--- src/rtl/apm_pkg.sv ---
// Shared types, constants and the segment decoder for the averaging panel meter.
// No dependencies; used by averaging_panel_meter.
package apm_pkg;

    localparam int SAMPLE_W        = 10;  // ADC sample field
    localparam int CNT_W           = 8;   // sample count and count registers
    localparam int SUM_W           = 18;  // running sum of up to 255 samples
    localparam int READ_W          = 10;  // reading in tenths
    localparam int SEG_W           = 7;   // gfedcba
    localparam int CFG_IDX_W       = 1;
    localparam int ADC_BITS_DEFAULT = 10;

    localparam logic [15:0]       SCALE_VOLT_Q16  = 16'd18626;  // 0.284207
    localparam logic [15:0]       SCALE_CURR_Q16  = 16'd17297;  // 0.263936
    localparam int                Q16_SHIFT       = 16;
    localparam logic [READ_W-1:0] READING_MAX     = 10'd999;
    localparam logic [CNT_W-1:0]  SAMPLES_RESET   = 8'd64;

    // n / 100 = (n * 41) >> 12 for n < 1000; r / 10 = (r * 205) >> 11 for r < 100
    localparam logic [15:0] HUND_RECIP = 16'd41;
    localparam logic [14:0] TEN_RECIP  = 15'd205;

    localparam logic [CFG_IDX_W-1:0] CFG_SAMPLES_VOLTAGE = 1'b0;
    localparam logic [CFG_IDX_W-1:0] CFG_SAMPLES_CURRENT = 1'b1;

    localparam logic OP_SAMPLE = 1'b0;
    localparam logic OP_BUTTON = 1'b1;

    localparam logic MODE_VOLTAGE = 1'b0;
    localparam logic MODE_CURRENT = 1'b1;

    typedef enum logic [2:0] {
        ST_IDLE,
        ST_DIVIDE,
        ST_MULT,
        ST_SCALE,
        ST_DIGIT_H,
        ST_DIGIT_TU
    } state_t;

    function automatic logic [SEG_W-1:0] seg_code(input logic [3:0] digit);
        logic [SEG_W-1:0] code;
        case (digit)
            4'd0:    code = 7'h3F;
            4'd1:    code = 7'h06;
            4'd2:    code = 7'h5B;
            4'd3:    code = 7'h4F;
            4'd4:    code = 7'h66;
            4'd5:    code = 7'h6D;
            4'd6:    code = 7'h7D;
            4'd7:    code = 7'h07;
            4'd8:    code = 7'h7F;
            4'd9:    code = 7'h6F;
            default: code = 7'h00;
        endcase
        return code;
    endfunction

endpackage

--- src/rtl/averaging_panel_meter.sv ---
// Averaging panel meter: sample accumulation, iterative mean, scaling and
// seven-segment encoding. Depends on apm_pkg.
//
// Usage:
//   Input words carry either an ADC sample (s_opcode = sample) or a button
//   level (s_opcode = button). A released-to-pressed edge of the button flips
//   between voltage and current mode and drops the partial sum.
//   Samples are summed until the count register of the current mode is
//   reached; that word then produces one output word with three segment
//   codes, the reading in tenths (0..999) and the mode.
//   Words that do not close a block are accepted without leaving idle. A
//   closing sample is accepted, then runs through the restoring divider
//   (one quotient bit per cycle through one subtractor), then multiply with
//   rounding, saturate, and two digit-split steps before the result is loaded.
//   s_ready is high only while the sequencer is idle.
//   Results sit in an output register; if the receiver stalls, the block
//   keeps taking words that do not close a block and holds the next result
//   in its last step until the register frees up.
//   Configuration (cfg_wr_en, cfg_index, cfg_wr_data) writes take effect at
//   once. Reset (aresetn low, synchronous) clears the sum, count and output
//   valid, selects voltage mode, marks the button released and sets both
//   count registers to 64.
module averaging_panel_meter #(
    parameter int ADC_BITS = apm_pkg::ADC_BITS_DEFAULT
) (
    input  logic                              aclk,
    input  logic                              aresetn,

    input  logic                              cfg_wr_en,
    input  logic [apm_pkg::CFG_IDX_W-1:0]     cfg_index,
    input  logic [apm_pkg::CNT_W-1:0]         cfg_wr_data,

    input  logic                              s_valid,
    output logic                              s_ready,
    input  logic                              s_opcode,
    input  logic [apm_pkg::SAMPLE_W-1:0]      s_sample,
    input  logic                              s_button_level,

    output logic                              m_valid,
    input  logic                              m_ready,
    output logic [apm_pkg::SEG_W-1:0]         m_seg_hundreds,
    output logic [apm_pkg::SEG_W-1:0]         m_seg_tens,
    output logic [apm_pkg::SEG_W-1:0]         m_seg_units,
    output logic [apm_pkg::READ_W-1:0]        m_reading,
    output logic                              m_meter_mode
);

    localparam int SAMPLE_W = apm_pkg::SAMPLE_W;
    localparam int CNT_W    = apm_pkg::CNT_W;
    localparam int SUM_W    = apm_pkg::SUM_W;
    localparam int READ_W   = apm_pkg::READ_W;
    localparam int SEG_W    = apm_pkg::SEG_W;
    localparam int ITER_W   = $clog2(SUM_W);
    localparam int MAG_W    = (ADC_BITS > SAMPLE_W) ? ADC_BITS : SAMPLE_W;
    localparam int PROD_W   = MAG_W + 16;
    localparam logic [MAG_W-1:0]  MID       = MAG_W'(1) << (ADC_BITS - 1);
    localparam logic [PROD_W-1:0] ROUND_Q16 = PROD_W'(1) << (apm_pkg::Q16_SHIFT - 1);

    apm_pkg::state_t state_reg, state_next;

    logic [CNT_W-1:0]   samples_voltage_reg, samples_current_reg;
    logic               mode_reg, mode_next;
    logic               button_prev_reg, button_prev_next;
    logic [SUM_W-1:0]   sum_reg, sum_next;
    logic [CNT_W-1:0]   count_reg, count_next;

    logic [SUM_W-1:0]   dq_reg, dq_next;      // dividend, shifts into quotient
    logic [CNT_W-1:0]   div_reg, div_next;
    logic [CNT_W-1:0]   rem_reg, rem_next;
    logic [ITER_W-1:0]  iter_reg, iter_next;
    logic [PROD_W-1:0]  prod_reg, prod_next;
    logic [READ_W-1:0]  n_reg, n_next;
    logic [3:0]         hund_reg, hund_next;
    logic [6:0]         rem100_reg, rem100_next;

    logic               m_valid_reg, m_valid_next;
    logic [SEG_W-1:0]   seg_h_reg, seg_h_next;
    logic [SEG_W-1:0]   seg_t_reg, seg_t_next;
    logic [SEG_W-1:0]   seg_u_reg, seg_u_next;
    logic [READ_W-1:0]  reading_reg, reading_next;
    logic               mode_out_reg, mode_out_next;

    // control
    logic               s_fire;
    logic               out_load;
    logic               div_last;

    // datapath terms
    logic [SAMPLE_W-1:0] sample_masked;
    logic [CNT_W-1:0]    target;
    logic [CNT_W-1:0]    count_inc;
    logic [SUM_W-1:0]    sum_inc;
    logic                blk_done;
    logic [CNT_W:0]      rem_shift;
    logic [CNT_W:0]      rem_sub;
    logic                div_ge;
    logic [MAG_W-1:0]    mean_ext;
    logic [MAG_W-1:0]    mag;
    logic [MAG_W-1:0]    mul_op;
    logic [15:0]         mul_scale;
    logic [MAG_W-1:0]    scaled;
    logic [15:0]         hund_prod;
    logic [3:0]          hund_digit;
    logic [READ_W-1:0]   hund_part;
    logic [14:0]         ten_prod;
    logic [3:0]          ten_digit;
    logic [6:0]          ten_part;
    logic [3:0]          unit_digit;

    assign s_fire   = s_valid & s_ready;
    assign div_last = (iter_reg == ITER_W'(SUM_W - 1));

    // next state
    always_comb begin
        state_next = state_reg;
        case (state_reg)
            apm_pkg::ST_IDLE: begin
                if (s_valid && s_opcode == apm_pkg::OP_SAMPLE && blk_done) begin
                    state_next = apm_pkg::ST_DIVIDE;
                end
            end
            apm_pkg::ST_DIVIDE: begin
                if (div_last) begin
                    state_next = apm_pkg::ST_MULT;
                end
            end
            apm_pkg::ST_MULT:    state_next = apm_pkg::ST_SCALE;
            apm_pkg::ST_SCALE:   state_next = apm_pkg::ST_DIGIT_H;
            apm_pkg::ST_DIGIT_H: state_next = apm_pkg::ST_DIGIT_TU;
            apm_pkg::ST_DIGIT_TU: begin
                if (!m_valid_reg || m_ready) begin
                    state_next = apm_pkg::ST_IDLE;
                end
            end
            default: state_next = apm_pkg::ST_IDLE;
        endcase
    end

    // sequencer outputs
    always_comb begin
        s_ready  = 1'b0;
        out_load = 1'b0;
        case (state_reg)
            apm_pkg::ST_IDLE:     s_ready  = 1'b1;
            apm_pkg::ST_DIGIT_TU: out_load = !m_valid_reg || m_ready;
            default: begin
                s_ready  = 1'b0;
                out_load = 1'b0;
            end
        endcase
    end

    // shared arithmetic terms
    always_comb begin
        for (int i = 0; i < SAMPLE_W; i++) begin
            sample_masked[i] = (i < ADC_BITS) ? s_sample[i] : 1'b0;
        end
        target    = (mode_reg == apm_pkg::MODE_VOLTAGE) ? samples_voltage_reg
                                                        : samples_current_reg;
        if (target == '0) begin
            target = CNT_W'(1);
        end
        count_inc = count_reg + CNT_W'(1);
        sum_inc   = sum_reg + SUM_W'(sample_masked);
        blk_done  = (count_inc >= target);

        rem_shift = {rem_reg, dq_reg[SUM_W-1]};
        rem_sub   = rem_shift - {1'b0, div_reg};
        div_ge    = (rem_shift >= {1'b0, div_reg});

        // quotient never exceeds the largest sample
        mean_ext  = MAG_W'(dq_reg[SAMPLE_W-1:0]);
        mag       = (mean_ext >= MID) ? (mean_ext - MID) : (MID - mean_ext);
        mul_op    = (mode_reg == apm_pkg::MODE_VOLTAGE) ? mean_ext : mag;
        mul_scale = (mode_reg == apm_pkg::MODE_VOLTAGE) ? apm_pkg::SCALE_VOLT_Q16
                                                        : apm_pkg::SCALE_CURR_Q16;

        scaled    = prod_reg[PROD_W-1:apm_pkg::Q16_SHIFT];

        hund_prod  = 16'(n_reg) * apm_pkg::HUND_RECIP;
        hund_digit = hund_prod[15:12];
        hund_part  = READ_W'(hund_digit) * READ_W'(100);

        ten_prod   = 15'(rem100_reg) * apm_pkg::TEN_RECIP;
        ten_digit  = ten_prod[14:11];
        ten_part   = 7'(ten_digit) * 7'd10;
        unit_digit = 4'(rem100_reg - ten_part);
    end

    // register next values
    always_comb begin
        mode_next        = mode_reg;
        button_prev_next = button_prev_reg;
        sum_next         = sum_reg;
        count_next       = count_reg;
        dq_next          = dq_reg;
        div_next         = div_reg;
        rem_next         = rem_reg;
        iter_next        = iter_reg;
        prod_next        = prod_reg;
        n_next           = n_reg;
        hund_next        = hund_reg;
        rem100_next      = rem100_reg;
        m_valid_next     = m_valid_reg & ~m_ready;
        seg_h_next       = seg_h_reg;
        seg_t_next       = seg_t_reg;
        seg_u_next       = seg_u_reg;
        reading_next     = reading_reg;
        mode_out_next    = mode_out_reg;

        case (state_reg)
            apm_pkg::ST_IDLE: begin
                if (s_fire) begin
                    if (s_opcode == apm_pkg::OP_BUTTON) begin
                        button_prev_next = s_button_level;
                        if (button_prev_reg && !s_button_level) begin
                            mode_next  = ~mode_reg;
                            sum_next   = '0;
                            count_next = '0;
                        end
                    end else if (blk_done) begin
                        dq_next    = sum_inc;
                        div_next   = count_inc;
                        rem_next   = '0;
                        iter_next  = '0;
                        sum_next   = '0;
                        count_next = '0;
                    end else begin
                        sum_next   = sum_inc;
                        count_next = count_inc;
                    end
                end
            end
            apm_pkg::ST_DIVIDE: begin
                rem_next  = div_ge ? rem_sub[CNT_W-1:0] : rem_shift[CNT_W-1:0];
                dq_next   = {dq_reg[SUM_W-2:0], div_ge};
                iter_next = iter_reg + ITER_W'(1);
            end
            apm_pkg::ST_MULT: begin
                prod_next = PROD_W'(mul_op) * PROD_W'(mul_scale) + ROUND_Q16;
            end
            apm_pkg::ST_SCALE: begin
                n_next = (scaled > MAG_W'(apm_pkg::READING_MAX)) ? apm_pkg::READING_MAX
                                                                 : scaled[READ_W-1:0];
            end
            apm_pkg::ST_DIGIT_H: begin
                hund_next   = hund_digit;
                rem100_next = 7'(n_reg - hund_part);
            end
            apm_pkg::ST_DIGIT_TU: begin
                if (out_load) begin
                    m_valid_next  = 1'b1;
                    seg_h_next    = apm_pkg::seg_code(hund_reg);
                    seg_t_next    = apm_pkg::seg_code(ten_digit);
                    seg_u_next    = apm_pkg::seg_code(unit_digit);
                    reading_next  = n_reg;
                    mode_out_next = mode_reg;
                end
            end
            default: begin
                m_valid_next = m_valid_reg & ~m_ready;
            end
        endcase
    end

    // control state
    always_ff @(posedge aclk) begin
        if (!aresetn) begin
            state_reg           <= apm_pkg::ST_IDLE;
            samples_voltage_reg <= apm_pkg::SAMPLES_RESET;
            samples_current_reg <= apm_pkg::SAMPLES_RESET;
            mode_reg            <= apm_pkg::MODE_VOLTAGE;
            button_prev_reg     <= 1'b1;
            sum_reg             <= '0;
            count_reg           <= '0;
            iter_reg            <= '0;
            m_valid_reg         <= 1'b0;
        end else begin
            state_reg       <= state_next;
            mode_reg        <= mode_next;
            button_prev_reg <= button_prev_next;
            sum_reg         <= sum_next;
            count_reg       <= count_next;
            iter_reg        <= iter_next;
            m_valid_reg     <= m_valid_next;
            if (cfg_wr_en) begin
                case (cfg_index)
                    apm_pkg::CFG_SAMPLES_VOLTAGE: samples_voltage_reg <= cfg_wr_data;
                    apm_pkg::CFG_SAMPLES_CURRENT: samples_current_reg <= cfg_wr_data;
                    default:                      samples_voltage_reg <= samples_voltage_reg;
                endcase
            end
        end
    end

    // payload
    always_ff @(posedge aclk) begin
        dq_reg       <= dq_next;
        div_reg      <= div_next;
        rem_reg      <= rem_next;
        prod_reg     <= prod_next;
        n_reg        <= n_next;
        hund_reg     <= hund_next;
        rem100_reg   <= rem100_next;
        seg_h_reg    <= seg_h_next;
        seg_t_reg    <= seg_t_next;
        seg_u_reg    <= seg_u_next;
        reading_reg  <= reading_next;
        mode_out_reg <= mode_out_next;
    end

    assign m_valid        = m_valid_reg;
    assign m_seg_hundreds = seg_h_reg;
    assign m_seg_tens     = seg_t_reg;
    assign m_seg_units    = seg_u_reg;
    assign m_reading      = reading_reg;
    assign m_meter_mode   = mode_out_reg;

endmodule

--- config.mk ---
export PLATFORM = sky130hd
export DESIGN_NAME = averaging_panel_meter
export DESIGN_NICKNAME = d
export VERILOG_FILES = /design/src/rtl/apm_pkg.sv /design/src/rtl/averaging_panel_meter.sv
export SDC_FILE = /design/constraint.sdc
export NUM_CORES = 1
export LEC_CHECK = 0
export BUFFER_PORTS_ARGS = -buffer_cell sky130_fd_sc_hd__buf_2
export CELL_PAD_IN_SITES_DETAIL_PLACEMENT = 1
export CELL_PAD_IN_SITES_GLOBAL_PLACEMENT = 2
export CORE_ASPECT_RATIO = 1.2
export CORE_MARGIN = 1
export CORE_UTILIZATION = 44
export DETAILED_ROUTE_END_ITERATION = 8
export GPL_ROUTABILITY_DRIVEN = 0
export HOLD_SLACK_MARGIN = 0.02
export PLACE_DENSITY = 0.92
export SYNTH_ARGS = -nofsm -noshare
export SYNTH_HDL_FRONTEND = slang
export SYNTH_SLANG_ARGS = --single-unit
--- constraint.sdc ---
create_clock -name aclk -period 13.15 [get_ports aclk]
set_clock_uncertainty 0.05 [all_clocks]
set_input_delay 1.315 -clock aclk [delete_from_list [all_inputs] [get_ports aclk]]
set_output_delay 1.315 -clock aclk [all_outputs]
set_load 0.03 [all_outputs]
==> flow_summary_export.csv <==
group,metric,value,unit
grt,grt.overflow.total,0,
timing,max_freq,147.5,MHz
pwr,powerDensity,102.1,mW/mm^2
clocking,numCtsBuffers,17,
place,port_buffers,59,
synth,syn_inst,1224,
pwr,ir_drop,0.08312,mV
setup_path,path_delay_family,"adder cells",
setup_path,critical_path_class,"register to register",
timing,relSlewSlack,0.2863,
setup_path,crit_arrival,6.91,ns
setup_path,crit_required,13.28,ns
grt,grt_max_degree,47,
grt,grt_pass1_wl,47690,um
finish,drive_above_1_share,0.09550,
floorplan,fp.dieH,183.3,um
synth,syn_area,0.01205,mm^2
setup_path,slowest_delay,0.57,ns
clocking,h-tree-depth,4,
clocking,cts_tree,"yes",
setup_path,crit_path_start_kind,"register",
detailed_routing,wire_per_inst,17.46,um
synth,synth_common_cells,"ha_1 (190), inv_1 (147), nand2_1 (105), edfxtp_1 (97), nor2_1 (72)",
synth,synth_edf_count,97,
detailed_routing,firstDrtPassIters,4,
detailed_routing,via_count,8801,
timing,rsz0062_at_grt,"no",
synth,synth_cell_types,72,
pwr,power.leakage,6.054,nW
synth,synth_top_area_frac,0.2417,
synth,seq_area_frac_synth,0.3298,
timing,final_max_slew_viol_count,0,
hold_path,hold_start,"samples_voltage_reg[2]",
hold_path,hold_end,"samples_voltage_reg[2]",
detailed_routing,drt_wl_total,28420,um
timing,fin_crit,6.781,ns
synth,synth_area_leaders,"edfxtp_1 (24%), ha_1 (20%), fa_1 (9.6%)",
timing,timing.final.crit_share,0.5157,
floorplan,dieArea,0.02806,mm^2
finish,diodes,0,
floorplan,fp.coreArea,0.02700,mm^2
setup_path,crit_path_end_kind,"register",
clocking,clockRootBuffer,"clkbuf_16",
grt,grt.total_usage,0.2151,
setup_path,worstPathCellList,"inv_1 > ha_1 > nor3b_1 > a21oi_1 > xnor2_1 > inv_1 > nand2_1 > inv_1 > ha_1 > ha_1 > fa_1 > fa_1 > inv_1 > fa_1 > inv_1 > ha_1 > o21ai_0 > a21oi_1 > a221oi_1 > o21ai_0 > a21oi_1 > o21bai_1 > xor2_1",
status,status,"completed",
finish,syn_to_final_growth,10.19,%
synth,yosys_warnings,0,
hold_path,min_path_cells,2,
job,maxCapViolCount,0,
grt,grt_pass1_vias,9666,
timing,fin_tns_setup,0,ns
synth,ys_ff_latch,150,
detailed_routing,drc,0,
floorplan,rows,66,
place,dp_hpwl,22250,um
setup_path,cp_max_fo,6,
setup_path,r2r_end,"prod_reg[24]",
detailed_routing,drt-initial-drc-count,412,
setup_path,rr_worst_depth,23,
synth,synth_top_area_cell,"edfxtp_1",
hold_path,hp-class,"register to register",
timing,tightestPinTransition,1.069,ns
clocking,cts.repair.resized,0,
detailed_routing,vias_per_cell,5.406,
clocking,clock_sinks,150,
pwr,finalPower,0.001356,W
clocking,clk_pin_slew,0.07,ns
synth,synth_top_flop_cell,"edfxtp_1",
finish,fillers,3072,
setup_path,slowest_stage,"a221oi_1",
clocking,post_cts_buffers,0,
setup_path,r2r-start,"dq_reg[0]",
setup_path,path_buf_inv,5,
timing,final_hold_viol_count,0,
setup_path,crit_top_cell,"inv_1",
grt,antenna_found_initial,1,
synth,async_reset_ff_frac,0,
synth,yosysMostFrequentCell,"ha_1",
synth,syn_area_per_cell,9.845,um^2
floorplan,start_util,0.4463,
finish,finish.instance_area,0.01328,mm^2
detailed_routing,antenna_left,0,
setup_path,ff2ff_setup_slack,6.37,ns
floorplan,ios,60,
clocking,insertion_delay,0.44,ns
finish,nNetsFinal,1549,
floorplan,die_w,153.1,um
clocking,cts_buffer_depth,2,
clocking,postCtsHoldBufs,0,
place,placed_area,0.01270,mm^2
timing,setup_violations,0,
## area by class of cell
cell class | instances | area, um^2 | share of cell area
tap | 340 | 425.4 | 0.03204
sequential | 150 | 3974 | 0.2993
clock buffer | 18 | 450.4 | 0.03392
timing repair buffer | 65 | 340.3 | 0.02563
inverter | 148 | 555.5 | 0.04184
clock inverter | 14 | 127.6 | 0.009612
multi-input combinational | 893 | 7405 | 0.5577
## worst max-delay path by stage
stage              start      endpoint  slack (ns)  cells after the start
6_report       dq_reg[0]  prod_reg[24]        6.37                     23
5_1_grt        dq_reg[0]  prod_reg[25]        5.97                     23
4_1_cts        dq_reg[0]  prod_reg[25]        6.36                     23
3_5_place_dp   dq_reg[3]  prod_reg[25]        6.39                     24
3_3_place_gp   dq_reg[3]  prod_reg[25]        6.57                     24
2_1_floorplan  dq_reg[3]  prod_reg[25]        6.84                     24
## power breakdown
| group | internal, W | switching (W) | leakage [nW] |
|---|---|---|---|
| combinational | 0.000145 | 0.000204 | 4.45 |
| clock | 0.000260 | 0.000225 | 0.281 |
| sequential | 0.000516 | 0.00000630 | 1.32 |
| total | 0.000921 | 0.000435 | 6.05 |
## stage by stage
| step | hold WS [ns] | setup WS [ns] | utilization | instances |
|---|---|---|---|---|
| final | 0.4055 | 6.369 | 0.4917 | 1628 |
| after CTS | 0.4090 | 6.364 | 0.4917 | 1628 |
| after floorplan | 0.3564 | 6.839 | - | 1231 |
| after global routing | 0.4203 | 5.971 | 0.4917 | 1628 |
| after detailed placement | 0.3987 | 6.387 | 0.4703 | 1596 |
| after global placement | 0.3850 | 6.570 | 0.4703 | 1596 |
## per-layer routing
layer / up-vias / GRT usage / wire length, um
met4: 2 / 0.07313 / 556
met3: 39 / 0.03615 / 659
met2: 90 / 0.4144 / 15250
met1: 4341 / 0.2361 / 11940
met5: - / 0 / 13
li1: 4329 / - / -
## logic make-up after synthesis
group                    Yosys count  share of synthesized area
AND/OR/NAND/NOR                  330                     0.1346
adder cells (fa/ha/maj)          248                     0.2936
AO/OA/AOI/OAI                    220                     0.1158
buffers and inverters            188                    0.05877
flip-flops                       150                     0.3298
XOR/XNOR                          64                    0.04828
multiplexers                      22                    0.01859
other                              2                  0.0006232
## placed cells by master (no fill, tap or decap), drive strengths merged, types with 8 or more instances in the layout
| cell | instances |
|---|---|
| edfxtp | 97 |
| nand3b | 10 |
| clkbuf | 18 |
| conb | 9 |
| nand2b | 14 |
| nand2 | 105 |
| a22oi | 10 |
| nor2 | 73 |
| o21ai | 58 |
| nand3 | 30 |
| nor3 | 21 |
| o21a | 12 |
| dfxtp | 53 |
| or3 | 8 |
| or2 | 10 |
| ha | 190 |
| inv | 157 |
| a21o | 10 |
| xor2 | 24 |
| a21oi | 69 |
| a211oi | 8 |
| nor2b | 17 |
| mux2i | 19 |
| xnor2 | 39 |
| buf | 65 |
| o22ai | 9 |
| and3 | 12 |
| fa | 58 |
## worst register-to-register path: stages, from the launching register on
cell      delay [ns]
edfxtp_1        0.48
inv_1           0.17
ha_1            0.18
nor3b_1         0.34
a21oi_1         0.14
xnor2_1         0.47
inv_1           0.16
nand2_1         0.15
inv_1           0.06
ha_1            0.30
ha_1            0.33
fa_1            0.53
fa_1            0.56
inv_1           0.06
fa_1            0.53
inv_1           0.05
ha_1            0.28
o21ai_0         0.15
a21oi_1         0.08
a221oi_1        0.57
o21ai_0         0.28
a21oi_1         0.29
o21bai_1        0.13
xor2_1          0.15
No activity file was read; power rests on OpenSTA's default activity.
